<file path="src/hw/rtl/ffea_ram.sv">
// Generic single-port synchronous RAM with registered read.
// No dependencies.
module ffea_ram #(
	parameter int Width = 8,
	parameter int Depth = 16
) (
	input  logic                     clk,
	input  logic                     we,
	input  logic [$clog2(Depth)-1:0] addr,
	input  logic [Width-1:0]         wdata,
	output logic [Width-1:0]         rdata
);
	logic [Width-1:0] mem_q [Depth];

	always_ff @(posedge clk) begin
		if (we) begin
			mem_q[addr] <= wdata;
		end
		rdata <= mem_q[addr];
	end
endmodule
</file>
<file path="config.mk">
export PLATFORM = sky130hd
export DESIGN_NAME = ffea_ram
export DESIGN_NICKNAME = d
export VERILOG_FILES = /design/src/hw/rtl/ffea_ram.sv
export SDC_FILE = /design/constraint.sdc
export NUM_CORES = 1
export LEC_CHECK = 0
export BUFFER_PORTS_ARGS = -buffer_cell sky130_fd_sc_hd__buf_2
export CORE_MARGIN = 10
export CORE_UTILIZATION = 50
export DETAILED_ROUTE_END_ITERATION = 6
export HOLD_SLACK_MARGIN = 0.06
export PLACE_DENSITY = 0.74
export SYNTH_ARGS = -nofsm -noshare
export SYNTH_HDL_FRONTEND = slang
export SYNTH_SLANG_ARGS = --single-unit
</file>
<file path="constraint.sdc">
create_clock -name clk -period 2.7 [get_ports clk]
set_clock_uncertainty 0.1 [all_clocks]
set_input_delay 0.135 -clock clk [delete_from_list [all_inputs] [get_ports clk]]
set_output_delay 0.135 -clock clk [all_outputs]
set_load 0.02 [all_outputs]
</file>
==> summary.txt <==
Outcome
  – Status: complete, no violations

Global routing
  – First-pass GRT wire length: 15.2 mm
  – Gr usage total: 0.143
  – Largest net degree at the start of global routing: 28
  – Vias in the first global route: 2549
  – Global-route congestion overflow total: 0
  – Initial antenna violation count: 0

Routing
  – Met3 wire len: 812 µm
  – Final wirelength: 9.85 mm
  – Vias/cell: 5.67
  – Vias: 2426
  – # DRC: 0
  – WL met1: 3.56 mm
  – Drt pass-1 iters: 4
  – Met2 WL post-DR: 5.39 mm
  – DRT iter0 DRCs: 266
  – Final ANT Viol Nets: 0
  – Top routing layer in use: met4
  – WL per Instance: 23.0 µm

Setup path
  – Critical path required time: 2980 ps
  – Setup CP Type: reg -> reg
  – Crit path arrival time: 1810 ps
  – Worst setup SP type: flip-flop
  – Worst-path maximum fanout: 1
  – Worst setup EP type: flip-flop

Pwr
  – Leakage: 2.05 nW
  – Power Dens Cells: 826 nW/µm²
  – Peak supply drop: 0.393 mV
  – Total power: 5.06 mW

STA
  – Final min period: 1530 ps
  – Worst hold margin: 92.3 ps
  – Final Max Tran Viols: 0
  – Fin crit share: 0.566
  – Worst slew pin tran: 931 ps
  – Timing-limited maximum frequency: 655 MHz
  – RSZ-0062 raised after global routing: no
  – Relative slew slack: 0.377
  – Final setup margin: 1170 ps
  – Sum of negative setup slack: 0 ps
  – Final Setup Violations: 0
  – Final Hold Viols: 0

Place
  – Placed Cells: 388
  – GPL Wtd Cong: 0.789
  – Place WS: 663 ps
  – DP Area: 5400 µm²
  – Input/output buffers: 21
  – Placed wire-length estimate: 6.37 mm

Final layout
  – Commonest non-fill, non-tap cells in the layout: edfxtp_1 (128), mux4_2 (32), buf_2 (21), a22oi_1 (16), clkbuf_16 (16)
  – Most common cell after layout, fill and taps aside: edfxtp_1
  – # diodes: 0
  – Nets: 296
  – Final core utilization: 0.624
  – Layout area overhead: 20.9%
  – Final std cells w/o fill: 428
  – Fin area: 6130 µm²
  – Fraction of layout cells with a size suffix above 1: 0.336
  – Fillers: 664

Logic synthesis
  – Netlist Area Pre-Place: 5070 µm²
  – Yosys reg bits: 136
  – Number of synthesized flops with an enable pin: 128
  – Top cells by area, synth: edfxtp_1 (76%), mux4_2 (14%), dfxtp_1 (3.2%)
  – Register area share after synthesis: 0.790
  – Post-synthesis cell count: 230
  – Dominant cell type by area after synthesis: edfxtp_1
  – Synth top area share: 0.759
  – Syn avg cell area: 22.0 µm²
  – Warnings from Yosys: 0
  – Most used flip-flop cell after synthesis: edfxtp_1
  – Async SR Flop Fraction: 0
  – Number of distinct library cells after synthesis: 18
  – Mapped Nets: 244

Flow run
  – Max-Cap Viols: 0

Clock network
  – Clock slew at reported path FFs: 60 ps
  – CTS max path bufs: 2
  – H-tree depth: 4
  – TritonCTS Sinks: 136
  – CTS root buffer: clkbuf_8
  – CTS tree: built
  – Latest clock arrival within the worst-skew pair: 510 ps
  – Total CTS buffers: 17

Floorplan
  – Die area: 14600 µm²
  – FP Rows: 36
  – Core ar.: 9820 µm²
  – Die span in x: 121 µm
  – Die height: 121 µm
  – IO Count: 22
  – Initial Util: 0.516

Hold path
  – Worst hold path class: in -> reg
[synth_stat cells (all sizes together), types with 2 or more instances]
| cell type | count |
|---|---|
| nand3b | 2 |
| nor2b | 2 |
| clkbuf | 3 |
| nor2 | 13 |
| nand2b | 2 |
| buf | 8 |
| dfxtp | 8 |
| nor3 | 4 |
| nand2 | 9 |
| mux4 | 32 |
| a22oi | 16 |
| edfxtp | 128 |
[final timing paths]
check                                            from                     end  slack (ps)  depth (start not counted)
worst max register to register  mem_q[4][4]$_DFFE_PP_        rdata[4]$_DFF_P_        1170                          3
worst min register to register  mem_q[7][1]$_DFFE_PP_        rdata[1]$_DFF_P_         580                          3
worst max-delay path            mem_q[4][4]$_DFFE_PP_        rdata[4]$_DFF_P_        1170                          3
worst min-delay path                               we  mem_q[14][3]$_DFFE_PP_          90                          3
[registers in the layout (all words and copies together) (netlist names)]
register,count
rdata,8
mem_q,128
[area by class of cell]
cell class                      instances  area, µm²  share of cell area
Tap cell                              133        166              0.0272
Clock inverter                         11        195              0.0318
Clock buffer                           21        449              0.0733
Sequential cell                       136       4000               0.653
Multi-Input combinational cell         83       1000               0.164
Timing Repair Buffer                   44        310              0.0506
[cells by family (layout without fill, tap and decap cells)]
kind of cell	after synthesis	in the layout	share of synthesized area
buffers and inverters	11	76	0.0119
AO/OA/AOI/OAI	16	16	0.0237
AND/OR/NAND/NOR	35	35	0.0321
flip-flops	136	136	0.790
multiplexers	32	32	0.142
[where the power goes]
part           switching (mW)  internal (mW)  leakage (nW)
Sequential             0.0158           2.36          1.22
Combinational           0.140         0.0987         0.511
Clock                   0.799           1.65         0.316
Total                   0.955           4.11          2.05
[per-layer routing]
| metal | global-route usage | vias to the layer above |
|---|---|---|
| met4 | 0.0551 | 0 |
| met2 | 0.246 | 103 |
| met3 | 0.0382 | 9 |
| met1 | 0.169 | 1248 |
| li1 | - | 1066 |
| met5 | 0 | - |
[critical path: stages, from the launching register on]
cell and delay, ps:
edfxtp_1 400, mux4_2 490, a22oi_1 280, nand2_1 130
[timing repair]
item,in CTS,in global routing
hold buffers,8,0
endpoints found under the setup margin,0,0
hold endpoints to repair,128,0
setup buffers,0,0
gates resized for setup,0,0
No activity file was read; power rests on OpenSTA's default activity.
